<file path="src/hdl/fedm_pkg.sv">
`timescale 1ns / 1ps
// ---------------------------------------------------------------------------
// fedm_pkg
// shared types, constants and arithmetic helpers of the feedback echo mixer
// ---------------------------------------------------------------------------
package fedm_pkg;

	localparam int STORE_DEPTH = 16384;
	localparam int ADDR_W      = $clog2(STORE_DEPTH);
	localparam int SAMPLE_W    = 12;
	localparam int DLY_W       = 15;
	localparam int GAIN_W      = 11;
	localparam int CFG_W       = 15;
	localparam int CFG_IDX_W   = 2;
	localparam int PROD_W      = SAMPLE_W + GAIN_W + 1;
	localparam int QUOT_W      = SAMPLE_W + 2;
	localparam int MIX_W       = SAMPLE_W + 3;

	localparam logic [CFG_IDX_W-1:0] REG_DELAY_LENGTH  = 2'd0;
	localparam logic [CFG_IDX_W-1:0] REG_FEEDBACK_GAIN = 2'd1;
	localparam logic [CFG_IDX_W-1:0] REG_WET_LEVEL     = 2'd2;

	localparam logic [DLY_W-1:0]  DELAY_LENGTH_RST  = 15'd10000;
	localparam logic [GAIN_W-1:0] FEEDBACK_GAIN_RST = 11'd256;
	localparam logic [GAIN_W-1:0] WET_LEVEL_RST     = 11'd512;

	typedef struct packed {
		logic signed [SAMPLE_W-1:0] sample_left;
		logic signed [SAMPLE_W-1:0] sample_right;
	} sample_beat_t;

	typedef struct packed {
		logic [SAMPLE_W-1:0] dac_left;
		logic [SAMPLE_W-1:0] dac_right;
	} dac_beat_t;

	typedef struct packed {
		logic [DLY_W-1:0]  delay_length;
		logic [GAIN_W-1:0] feedback_gain;
		logic [GAIN_W-1:0] wet_level;
	} cfg_t;

	typedef struct packed {
		logic [ADDR_W-1:0] rd_addr;
		logic [ADDR_W-1:0] wr_addr;
		logic              present;
	} rd_req_t;

	// signed product divided by 1024, truncating toward zero
	function automatic logic signed [QUOT_W-1:0] div1024(input logic signed [PROD_W-1:0] p);
		logic signed [PROD_W-1:0] t;
		t = p + (p[PROD_W-1] ? PROD_W'(1023) : PROD_W'(0));
		return QUOT_W'(t >>> 10);
	endfunction

	function automatic logic signed [SAMPLE_W-1:0] sat12(input logic signed [QUOT_W-1:0] v);
		logic signed [SAMPLE_W-1:0] r;
		if (v > QUOT_W'(2047)) begin
			r = 12'sd2047;
		end else if (v < -QUOT_W'(2048)) begin
			r = -12'sd2048;
		end else begin
			r = SAMPLE_W'(v);
		end
		return r;
	endfunction

	function automatic logic [SAMPLE_W-1:0] to_dac(input logic signed [SAMPLE_W-1:0] dry,
	                                               input logic signed [QUOT_W-1:0] wet);
		logic signed [MIX_W-1:0] v;
		logic [SAMPLE_W-1:0]     r;
		v = MIX_W'(dry) + MIX_W'(wet) + MIX_W'(2048);
		if (v < 0) begin
			r = '0;
		end else if (v > MIX_W'(4095)) begin
			r = 12'd4095;
		end else begin
			r = SAMPLE_W'(v);
		end
		return r;
	endfunction

endpackage

</file>
<file path="src/hdl/fedm_cfg_regs.sv">
`timescale 1ns / 1ps
// ---------------------------------------------------------------------------
// fedm_cfg_regs
// configuration registers: delay length, feedback gain, wet level
// ---------------------------------------------------------------------------
module fedm_cfg_regs (
	input  logic                           clk,
	input  logic                           arst_n,
	input  logic                           cfg_we,
	input  logic [fedm_pkg::CFG_IDX_W-1:0] cfg_index,
	input  logic [fedm_pkg::CFG_W-1:0]     cfg_data,
	output fedm_pkg::cfg_t                 cfg
);
	import fedm_pkg::*;

	cfg_t cfg_q;

	always_ff @(posedge clk or negedge arst_n) begin
		if (!arst_n) begin
			cfg_q.delay_length  <= DELAY_LENGTH_RST;
			cfg_q.feedback_gain <= FEEDBACK_GAIN_RST;
			cfg_q.wet_level     <= WET_LEVEL_RST;
		end else if (cfg_we) begin
			unique case (cfg_index)
				REG_DELAY_LENGTH:  cfg_q.delay_length  <= cfg_data[DLY_W-1:0];
				REG_FEEDBACK_GAIN: cfg_q.feedback_gain <= cfg_data[GAIN_W-1:0];
				REG_WET_LEVEL:     cfg_q.wet_level     <= cfg_data[GAIN_W-1:0];
				default: begin
				end
			endcase
		end
	end

	assign cfg = cfg_q;

endmodule

</file>
<file path="config.mk">
export PLATFORM = sky130hd
export DESIGN_NAME = fedm_cfg_regs
export DESIGN_NICKNAME = d
export VERILOG_FILES = /design/src/hdl/fedm_pkg.sv /design/src/hdl/fedm_cfg_regs.sv
export SDC_FILE = /design/constraint.sdc
export NUM_CORES = 1
export LEC_CHECK = 0
export ABC_AREA = 1
export ABC_CLOCK_PERIOD_IN_PS = 800
export BUFFER_PORTS_ARGS = -buffer_cell sky130_fd_sc_hd__buf_2
export CAP_MARGIN = 20
export CORE_MARGIN = 4
export CORE_UTILIZATION = 36
export CTS_BUF_LIST = sky130_fd_sc_hd__clkbuf_16
export CTS_CLUSTER_DIAMETER = 50
export CTS_CLUSTER_SIZE = 24
export DETAILED_ROUTE_END_ITERATION = 7
export PLACE_DENSITY_LB_ADDON = 0.15
export SLEW_MARGIN = 20
export SYNTH_ARGS = -nofsm -noshare
export SYNTH_HDL_FRONTEND = slang
export SYNTH_SLANG_ARGS = --single-unit
</file>
<file path="constraint.sdc">
create_clock -name clk -period 0.8 [get_ports clk]
set_clock_uncertainty 0.05 [all_clocks]
set_input_delay 0.08 -clock clk [delete_from_list [all_inputs] [get_ports clk]]
set_output_delay 0.08 -clock clk [all_outputs]
set_load 0.01 [all_outputs]
</file>
Word level (Yosys, flattened, before mapping)
Index checks and enable logic that the tools add are counted.
{"block": "totals", "regBits": 37, "input_bits": 20}
{"block": "classes", "eq_ne": 2, "n_reduce_logical": 4}
{"operator": "AND reduction 2 bit", "count": 3}
{"operator": "== test 2 x 1 -> 1 bit, second input constant", "count": 1}
{"operator": "== test 2 bit, second input constant", "count": 1}
{"operator": "zero test 2 bit", "count": 1}

Longest topological paths before layout
{"block": "logic_depth", "word_depth": 2, "ltp_mapped": 5, "depth_no_buf": 4}

Worst setup path before layout
Ideal clock, no wire load.
{"block": "synth_path", "path_type": "reg-to-reg", "start": "register, netlist name cfg[30]", "end": "register cfg_q (netlist bit cfg[30])", "setup_ps": 61, "arrival_time_ps": 630, "required_time_ps": 689, "slack_ps": 59, "path_stages_with_launch": 3, "synth_period_minus_slack_ps": 741, "path_cell_list": "dfstp_2 > nand2_1 > nand2_1"}
{"element": "end, declared", "line_no": "fedm_cfg_regs.sv:16", "text": "cfg_t cfg_q;"}

Worst setup path after layout
{"block": "layout_path", "start": "register cfg_q (netlist bit cfg[31])", "end": "output port cfg[31] (netlist name)"}
{"element": "end, declared", "line_no": "fedm_cfg_regs.sv:12", "text": "output fedm_pkg::cfg_t cfg"}
No word-level cell between the ends.

==> results.py <==
metrics = {
    "clock_tree": {
        "root_buffer": "clkbuf_16",
        "clock_latency_ns": 0.28,
        "htree_levels": 2,
        "path_clk_slew_ns": 0.05,
        "clock-sinks": 37,
        "cts_tree": "done",
        "cts_buffers": 5,
        "cts_buffer_depth": 2,
    },
    "route": {
        "met3WireLength_um": 293,
        "drtIter0Drc": 81,
        "wl_met1_um": 1910,
        "via_per_inst": 4.72,
        "highest_layer": "met4",
        "dr.pass1.iters": 4,
        "ant_nets": 0,
        "wire_per_inst_um": 13.6,
        "drt_wl_total_um": 4250,
        "drc_errors": 0,
        "vias": 1473,
        "dr_wl_met2_um": 1980,
    },
    "timing": {
        "min_period_ns": 1.06,
        "slew_headroom_pct": 76.3,
        "hold_viol": 0,
        "fmax_ghz": 0.945,
        "finalCritPeriodShare_pct": 132,
        "layout_setup_ws_ns": -0.259,
        "worst_slew_pin_slew_ns": 0.355,
        "finalSetupViolCount": 40,
        "final_max_slew_viol_count": 0,
        "rsz0062_at_grt": "yes",
    },
    "yosys": {
        "synth_area_um2": 1540,
        "synth_simple_gate_area_share_pct": 33.5,
        "synth_seq_area_share_pct": 60.5,
        "synthCells": 166,
        "synthTopCellsByArea": "dfrtp_1 (49%), nand2_1 (18%), dfstp_2 (12%), nand4_1 (8.9%), nand3_1 (5.5%)",
        "synth_top_family_by_area": "simple AND/OR/NAND/NOR gates",
        "synthesis.nets": 186,
        "ys_types": 11,
        "synth.area.mux_share_pct": 0,
        "synthAdderAreaFrac_pct": 0,
        "synth-compound-area-share_pct": 0,
        "netlist.area_leader.share_pct": 48.6,
        "syn_avg_cell_area_um2": 9.30,
        "ys_ff_latch": 37,
        "ys_warn_count": 0,
        "synthXorXnorAreaFrac_pct": 0,
        "synth_largest_area_cell": "dfrtp_1",
    },
    "setup_path": {
        "path_class": "reg -> out",
        "ff2ff_path_depth": 3,
        "crit_required_ns": 0.67,
        "crit_family": "flip-flops",
        "r2r-end": "cfg[31]",
        "cp_cell_sequence": "buf_6",
        "cp_num_buf_inv": 1,
        "cp.depth": 1,
        "slowest_stage": "dfstp_2",
        "r2r_slack_ns": -0.07,
        "start_kind": "register",
        "critPathCaptureType": "primary output",
        "worst_ep_arrival_time_ns": 0.93,
        "max_stage_delay_ns": 0.55,
        "worst-path-max-fanout": 2,
        "rr_startpoint": "cfg[31]",
    },
    "run": {
        "maxCapViolCount": 0,
    },
    "power_and_ir_drop": {
        "p_per_area_nw_per_um2": 2550,
        "p_leak_nw": 1.36,
        "ir_worst_vdd_mv": 1.54,
    },
    "cells_and_area": {
        "regArea_um2": 935,
        "largest_register_ffs": 37,
        "fin_util_pct": 61.1,
        "final_nets": 281,
        "antennaDiodeCount": 0,
        "layout-drive-gt1-share_pct": 45.0,
        "nFillCells": 368,
        "areaGrowthSynthToFinish_pct": 61.6,
        "multi_input_area_um2": 548,
    },
    "floorplan": {
        "die_area_um2": 5400,
        "num_rows": 23,
        "die_x_um": 73.5,
        "io_pins": 57,
        "core_area_um2": 4090,
        "initial_core_util_pct": 37.8,
        "dieHeight_um": 73.5,
    },
    "global_route": {
        "grt_usage_pct": 16.9,
        "grt_pass1_wl_um": 6930,
        "overflow": 0,
        "grt_pass1_vias": 1451,
        "antenna_found_initial": 0,
        "grt_start_max_net_pins": 38,
    },
    "placement": {
        "dpl.hpwl_um": 2900,
        "port_buffers": 56,
        "dp_slack_ns": -0.120,
        "gp_congestion": 0.722,
    },
    "hold_path": {
        "min_to": "cfg[19]",
        "holdPathStages": 3,
        "hold_path_class": "in -> reg",
        "worstHoldStart": "cfg_data[8]",
    },
    "outcome": {
        "violations": "negative setup slack",
        "outcome": "finished, violations left",
    },
}
## worst reg2reg max path, stage by stage, from the launching register on
cell	delay, ns
dfstp_2	0.55
buf_6	0.10
nand2_4	0.04
nand2_2	0.07
## how the worst max path moves through the flow
stage | slack, ns | end | start
6_report | -0.26 | cfg[31] | cfg[31]
5_1_grt | -0.29 | cfg[32] | cfg[32]
4_1_cts | -0.26 | cfg[32] | cfg[32]
3_5_place_dp | -0.12 | cfg[27] | cfg_index[1]
3_3_place_gp | -0.08 | cfg[27] | cfg_index[1]
2_1_floorplan | 0.06 | cfg[30] | cfg[30]
## logic make-up after synthesis
group | count (synthesis)
buffers and inverters | 14
flip-flops | 37
AND/OR/NAND/NOR | 115
## routing by layer
metal / up-vias / global-route usage [%]
met5: - / 0
met2: 49 / 26.6
met4: 0 / 5.84
li1: 740 / -
met1: 678 / 22.0
met3: 6 / 5.06
## cells in the mapped netlist (all sizes together)
library cell  instances
buf                  12
inv                   2
dfrtp                30
nand3                17
dfstp                 7
nand4                22
nand2                75
nor2                  1
## report_power, final
group	switching [mW]	leakage [nW]	total (mW)	internal, mW
Combinational	0.665	0.815	1.45	0.786
Sequential	0.179	0.448	2.39	2.21
Clock	0.731	0.0938	2.51	1.78
## area by class of cell
class,instances,share of cell area [%]
sequential,37,37.5
timing repair buffer,100,30.1
multi-input combinational,115,22.0
clock buffer,5,5.02
clock inverter,3,2.61
tap,50,2.51
inverter,2,0.301
## through the flow
stage	setup TNS, ns	hold slack, ns	cells	power (mW)	cell area [um^2]
4_1_cts	-5.66	0.00295	308	6.24	2380
2_1_floorplan	0	-0.266	166	2.88	1540
3_3_place_gp	-1.93	0.0101	277	3.42	1960
5_1_grt	-6.74	0.0233	312	6.67	2490
6_report	-5.64	0.00279	312	6.35	2490
3_5_place_dp	-2.29	0.0115	277	3.43	1960
## timing repair
item | CTS | global route
hold endpoints to repair | 45 | 0
setup buffers | 14 | 8
endpoints found under the setup margin | 37 | 50
cloned | 0 | 0
hold buffers | 9 | 0
resized for setup | 7 | 21
pin swaps | 0 | 5
## cell usage in the layout (no fill, tap or decap), types with 5 or more instances in the layout
cell            n
nand2_1        64
buf_2          44
dfrtp_1        30
buf_4          28
nand4_1        22
nand3_1        17
buf_6          17
nand2_2        10
dlygate4sd3_1   9
dfstp_2         7
clkbuf_16       5
Power figures use the tool's default switching activity.
