**src/hdl/fedm_pkg.sv**
```systemverilog
`timescale 1ns / 1ps
// ---------------------------------------------------------------------------
// fedm_pkg
// shared types, constants and arithmetic helpers of the feedback echo mixer
// ---------------------------------------------------------------------------
package fedm_pkg;

	localparam int STORE_DEPTH = 16384;
	localparam int ADDR_W      = $clog2(STORE_DEPTH);
	localparam int SAMPLE_W    = 12;
	localparam int DLY_W       = 15;
	localparam int GAIN_W      = 11;
	localparam int CFG_W       = 15;
	localparam int CFG_IDX_W   = 2;
	localparam int PROD_W      = SAMPLE_W + GAIN_W + 1;
	localparam int QUOT_W      = SAMPLE_W + 2;
	localparam int MIX_W       = SAMPLE_W + 3;

	localparam logic [CFG_IDX_W-1:0] REG_DELAY_LENGTH  = 2'd0;
	localparam logic [CFG_IDX_W-1:0] REG_FEEDBACK_GAIN = 2'd1;
	localparam logic [CFG_IDX_W-1:0] REG_WET_LEVEL     = 2'd2;

	localparam logic [DLY_W-1:0]  DELAY_LENGTH_RST  = 15'd10000;
	localparam logic [GAIN_W-1:0] FEEDBACK_GAIN_RST = 11'd256;
	localparam logic [GAIN_W-1:0] WET_LEVEL_RST     = 11'd512;

	typedef struct packed {
		logic signed [SAMPLE_W-1:0] sample_left;
		logic signed [SAMPLE_W-1:0] sample_right;
	} sample_beat_t;

	typedef struct packed {
		logic [SAMPLE_W-1:0] dac_left;
		logic [SAMPLE_W-1:0] dac_right;
	} dac_beat_t;

	typedef struct packed {
		logic [DLY_W-1:0]  delay_length;
		logic [GAIN_W-1:0] feedback_gain;
		logic [GAIN_W-1:0] wet_level;
	} cfg_t;

	typedef struct packed {
		logic [ADDR_W-1:0] rd_addr;
		logic [ADDR_W-1:0] wr_addr;
		logic              present;
	} rd_req_t;

	// signed product divided by 1024, truncating toward zero
	function automatic logic signed [QUOT_W-1:0] div1024(input logic signed [PROD_W-1:0] p);
		logic signed [PROD_W-1:0] t;
		t = p + (p[PROD_W-1] ? PROD_W'(1023) : PROD_W'(0));
		return QUOT_W'(t >>> 10);
	endfunction

	function automatic logic signed [SAMPLE_W-1:0] sat12(input logic signed [QUOT_W-1:0] v);
		logic signed [SAMPLE_W-1:0] r;
		if (v > QUOT_W'(2047)) begin
			r = 12'sd2047;
		end else if (v < -QUOT_W'(2048)) begin
			r = -12'sd2048;
		end else begin
			r = SAMPLE_W'(v);
		end
		return r;
	endfunction

	function automatic logic [SAMPLE_W-1:0] to_dac(input logic signed [SAMPLE_W-1:0] dry,
	                                               input logic signed [QUOT_W-1:0] wet);
		logic signed [MIX_W-1:0] v;
		logic [SAMPLE_W-1:0]     r;
		v = MIX_W'(dry) + MIX_W'(wet) + MIX_W'(2048);
		if (v < 0) begin
			r = '0;
		end else if (v > MIX_W'(4095)) begin
			r = 12'd4095;
		end else begin
			r = SAMPLE_W'(v);
		end
		return r;
	endfunction

endpackage

```
**src/hdl/fedm_addr_gen.sv**
```systemverilog
`timescale 1ns / 1ps
// ---------------------------------------------------------------------------
// fedm_addr_gen
// write pointer, wrap tracking and delayed read address of the echo store
// ---------------------------------------------------------------------------
module fedm_addr_gen (
	input  logic                       clk,
	input  logic                       arst_n,
	input  logic                       accept,
	input  logic [fedm_pkg::DLY_W-1:0] delay_length,
	output fedm_pkg::rd_req_t          req
);
	import fedm_pkg::*;

	localparam int DCMP_W = (DLY_W > ADDR_W + 1) ? DLY_W : ADDR_W + 1;

	logic [ADDR_W-1:0] wp_q;
	logic              wrapped_q;
	logic [DCMP_W-1:0] d_ext;
	logic [ADDR_W:0]   d_eff;
	logic [ADDR_W:0]   wp_ext;
	logic [ADDR_W:0]   rd_full;

	always_comb begin
		d_ext  = DCMP_W'(delay_length);
		wp_ext = {1'b0, wp_q};
		if (d_ext == '0) begin
			d_eff = (ADDR_W + 1)'(1);
		end else if (d_ext > DCMP_W'(STORE_DEPTH)) begin
			d_eff = (ADDR_W + 1)'(STORE_DEPTH);
		end else begin
			d_eff = d_ext[ADDR_W:0];
		end
		if (wp_ext >= d_eff) begin
			rd_full = wp_ext - d_eff;
		end else begin
			rd_full = wp_ext + (ADDR_W + 1)'(STORE_DEPTH) - d_eff;
		end
	end

	// entries not yet written since reset read as zero
	assign req.rd_addr = rd_full[ADDR_W-1:0];
	assign req.wr_addr = wp_q;
	assign req.present = wrapped_q || (rd_full[ADDR_W-1:0] < wp_q);

	always_ff @(posedge clk or negedge arst_n) begin
		if (!arst_n) begin
			wp_q      <= '0;
			wrapped_q <= 1'b0;
		end else if (accept) begin
			if (wp_q == ADDR_W'(STORE_DEPTH - 1)) begin
				wp_q      <= '0;
				wrapped_q <= 1'b1;
			end else begin
				wp_q <= wp_q + 1'b1;
			end
		end
	end

endmodule

```
**config.mk**
```make
export PLATFORM = sky130hd
export DESIGN_NAME = fedm_addr_gen
export DESIGN_NICKNAME = d
export VERILOG_FILES = /design/src/hdl/fedm_pkg.sv /design/src/hdl/fedm_addr_gen.sv
export SDC_FILE = /design/constraint.sdc
export NUM_CORES = 1
export LEC_CHECK = 0
export BUFFER_PORTS_ARGS = -buffer_cell sky130_fd_sc_hd__clkbuf_2
export CAP_MARGIN = 5
export CORE_MARGIN = 2
export CORE_UTILIZATION = 43
export DETAILED_ROUTE_END_ITERATION = 16
export HOLD_SLACK_MARGIN = 0.02
export PLACE_DENSITY_LB_ADDON = 0.12
export RECOVER_POWER = 50
export SKIP_CTS_REPAIR_TIMING = 1
export SLEW_MARGIN = 20
export SYNTH_ARGS = -nofsm -noshare
export SYNTH_HDL_FRONTEND = slang
export SYNTH_SLANG_ARGS = --single-unit
```
**constraint.sdc**
```tcl
create_clock -name clk -period 7.31 [get_ports clk]
set_input_delay 0.3655 -clock clk [delete_from_list [all_inputs] [get_ports clk]]
set_output_delay 0.3655 -clock clk [all_outputs]
set_load 0.05 [all_outputs]
```
Word-level counts from Yosys, hierarchy flattened
Cells that the tools add are included.
{"block": "word_totals", "regBits": 15, "output_inout_bits": 29}
{"block": "classes", "add_sub_neg": 4, "magnitude_cmp": 3, "n_eq_ne": 1, "mux": 4, "reduce_logical": 3}
{"cell": "two-way mux 15 bit", "n": 2}
{"cell": "adder 14 x 1 -> 14 bit, second input constant", "n": 2}
{"cell": "two-way mux 14 bit", "n": 2}
{"cell": "subtractor 14 bit", "n": 2}
{"cell": "greater-or-equal comparator 14 x 15 -> 1 bit", "n": 1}
{"cell": "greater-than comparator 15 bit, second input constant", "n": 1}
{"cell": "logical NOT 15 bit", "n": 1}
{"cell": "== test 14 bit, second input constant", "n": 1}
{"cell": "< comparator 14 bit", "n": 1}
{"cell": "AND reduction 2 bit", "n": 1}
{"cell": "logical OR 1 bit", "n": 1}

Longest topological paths before layout
{"block": "logic_depth", "ltp_word": 7, "mapped_depth": 20, "mapped_depth_nobuf": 19}

Least setup slack after synthesis
Ideal clock, no wire load.
{"block": "synth_timing", "path_type": "input to output", "start": "input delay_length[11] in the netlist's numbering", "end": "output req[0] in the netlist's numbering", "t_arrival_ps": 5231, "required_ps": 6944, "path_slack_ps": 1714, "stages": 19, "path_buffers": 1, "cell_sequence": "nor4_1 nand4_1 nand2_1 nand2_1 ha_1 buf_2 nand2_1 o21ai_0 o211ai_1 nand2_1 mux2i_1 o21bai_1 xnor2_1 ha_1 a21o_1 a21o_1 a21oi_1 nor3_1 nor3_1"}
{"item": "from (decl)", "line": "fedm_addr_gen.sv:10", "text": "input logic [fedm_pkg::DLY_W-1:0] delay_length,"}
{"item": "to (decl)", "line": "fedm_addr_gen.sv:11", "text": "output fedm_pkg::rd_req_t req"}

==> reports/results.ini <==
[timing]
drv_slew = 0
rsz0062_at_grt = no
max_clock_freq_mhz = 202.5
worstMarginPinSlew_ps = 816.2
finalHoldViolCount = 0
min_period_over_period_pct = 67.57
finalSetupViolCount = 0
fin_tns_setup_ps = 0
finalCriticalPeriod_ps = 4939
skew_ps = 4.840
relSlewSlack_pct = 45.59

[floorplan]
start_util_pct = 43.95
dieArea_sq_mm = 0.005298
ios = 47
fp.dieW_um = 72.79
core-area_sq_mm = 0.004629
dieHeight_um = 72.79
rows = 25

[setup_path]
critPathMaxFanout = 6
r2r_setup_slack_ps = 5290
crit_type = input port to output port
endpoint_kind = output port
worstPathArrival_ps = 4570
r2r-end = wp_q[7]$_DFFE_PN0P_
startpoint_type = input port
reg2regPathDepth = 7
crit_start = delay_length[2]
rr_startpoint = wp_q[1]$_DFFE_PN0P_
required_ps = 6940
cp-endpoint = req[0]

[place]
finalWeightedCongestion = 0.8234
dp_hpwl_um = 4695
io_buffers = 46

[run]
drv_cap = 0

[clocking]
tritoncts = yes
cts-root-buf = clkbuf_8
cts_htree_levels = 1
clock_sinks = 15
clockBufferDepth = 2
cts_buffers = 3
clkTransAtPathRegs_ps = 60
worstSkewPairLatency_ps = 250

[global_routing]
grt_max_degree = 16
grt_remaining_overflow = 0
antenna_found_initial = 0
grt_use_total_pct = 22.67
grt_pass1_wl_um = 9390
grt_pass1_vias = 1875

[detailed_routing]
wl_per_cell_um = 15.62
drt_iter0_drc = 176
antenna_left = 0
drt-total-wl_um = 5591
num_vias = 2050
vias_per_cell = 5.726
first_pass_iters = 4
drc = 0

[synth]
synthCells = 260
synth_area_sq_mm = 0.002034
ys_seq_elements = 15
yosys_warnings = 0
ys_types = 42
ys_seq_area_share_pct = 18.45
synth_area_per_cell_sq_um = 7.825
synth_nets = 310

[finish]
diodes = 0
post_route_cells_drive_above_1_share_pct = 14.47
syn2layout_area_growth_pct = 14.51
most-common-layout-cells = clkbuf_2 (34), ha_1 (30), nand2_1 (27)
final_util_pct = 50.32
fin_nets = 355
final_common_cell = clkbuf_2

[worst_hold_path]
hold_class = input port to async pin

[status]
outcome = finished clean

[power_and_ir_drop]
power.density_mw_per_mm2 = 425.0
vdd_drop_max_v = 0.0002659
p_leak_uw = 0.001114

==> flip-flops by register name, summed over array words and instances, names as in the netlist <==
name       count
wp_q          14
wrapped_q      1
==> metrics by stage <==
step	hold slack, ps	instance area (sq um)	power, uW	std cells	setup slack (ps)
floorplan	69.91	2034	747.2	260	1714
global placement	299.0	2300	926.2	354	2336
detailed placement	299.9	2300	923.6	354	2393
CTS	30.88	2345	997.3	358	2388
global route	232.6	2330	1072	358	1922
finish	185.1	2330	990.2	358	2371
==> report_power, final <==
| group | total (uW) | leakage, uW | internal [uW] | switching, uW |
|---|---|---|---|---|
| combinational | 783 | 0.000920 | 231 | 552 |
| sequential | 140 | 0.000171 | 102 | 37.9 |
| clock | 67.0 | 0.0000228 | 38.6 | 28.4 |
| total | 990 | 0.00111 | 372 | 618 |
==> area by class of cell <==
type,instances,area [sq um]
Clock buffer,4,45.04
Fill cell,499,2300
Timing Repair Buffer,46,215.2
Multi-Input combinational cell,217,1544
Tap cell,54,67.56
Sequential cell,15,375.4
Inverter,22,82.58
==> cells by family (layout without fill, tap and decap cells) <==
logic type / after synthesis / count (layout) / share of synthesized area, %
compound gates: 67 / 67 / 21.40
mux: 3 / 3 / 1.476
simple gates: 94 / 94 / 23.55
buf+inv: 28 / 72 / 5.658
flops: 15 / 15 / 18.45
fa+ha+maj: 32 / 32 / 20.42
xor+xnor: 21 / 21 / 9.040
==> worst max-delay path, stage by stage <==
cell	delay, ps
clkbuf_2	100
nor4_1	350
nand4_1	170
nand2_1	160
nand2_1	70
ha_1	360
a21oi_1	230
o21ai_0	200
o211a_1	300
o21ai_1	330
nand2_1	180
xnor2_1	230
ha_1	270
o21a_1	100
o21a_1	160
o21a_1	160
o21ai_0	220
a2111oi_0	140
nor3_1	180
clkbuf_2	310
==> how the worst min path moves through the flow <==
stage | to | depth (start not counted)
finish | wp_q[4]$_DFFE_PN0P_ | 1
CTS | wp_q[4]$_DFFE_PN0P_ | 1
global placement | wp_q[12]$_DFFE_PN0P_ | 1
detailed placement | wp_q[12]$_DFFE_PN0P_ | 1
floorplan | wp_q[0]$_DFFE_PN0P_ | 0
global route | wp_q[4]$_DFFE_PN0P_ | 1
==> layer usage <==
layer,part of all wire (%),GRT usage (%),vias to the layer above
met1,49,33.05,936
li1,-,-,1017
met2,43,34.34,85
met5,0,0,-
met3,6.2,4.144,12
met4,1.8,5.967,0
==> synthesized netlist by cell type <==
library cell / n / area share [%]
a2111oi_0: 1 / 0.43
a211oi_1: 1 / 0.37
a21o_1: 8 / 3.0
a21oi_1: 19 / 4.7
a311o_1: 1 / 0.49
a311oi_1: 1 / 0.43
a31oi_1: 2 / 0.61
a31oi_2: 1 / 0.61
a41oi_1: 1 / 0.43
and3_1: 4 / 1.2
buf_2: 2 / 0.49
buf_4: 2 / 0.74
clkbuf_1: 2 / 0.37
dfrtp_1: 15 / 18
fa_1: 2 / 2.0
ha_1: 30 / 18
inv_1: 22 / 4.1
mux2i_1: 3 / 1.5
nand2_1: 27 / 5.0
nand2b_1: 12 / 3.7
nand3_1: 4 / 0.98
nand3b_1: 2 / 0.74
nand4_1: 9 / 2.8
nand4_2: 1 / 0.61
nor2_1: 20 / 3.7
nor2b_1: 2 / 0.61
nor3_1: 5 / 1.2
nor4_1: 3 / 0.92
nor4_2: 1 / 0.61
o211a_1: 1 / 0.49
o211ai_1: 2 / 0.74
o21a_1: 5 / 1.8
o21ai_0: 10 / 2.5
o21ai_1: 7 / 1.7
o21bai_1: 4 / 1.5
o311ai_0: 1 / 0.43
o31ai_2: 2 / 1.2
or2_2: 1 / 0.31
or3_1: 2 / 0.61
or3_4: 1 / 0.55
xnor2_1: 16 / 6.9
xor2_1: 5 / 2.2
(Power assumes the default switching activity.)
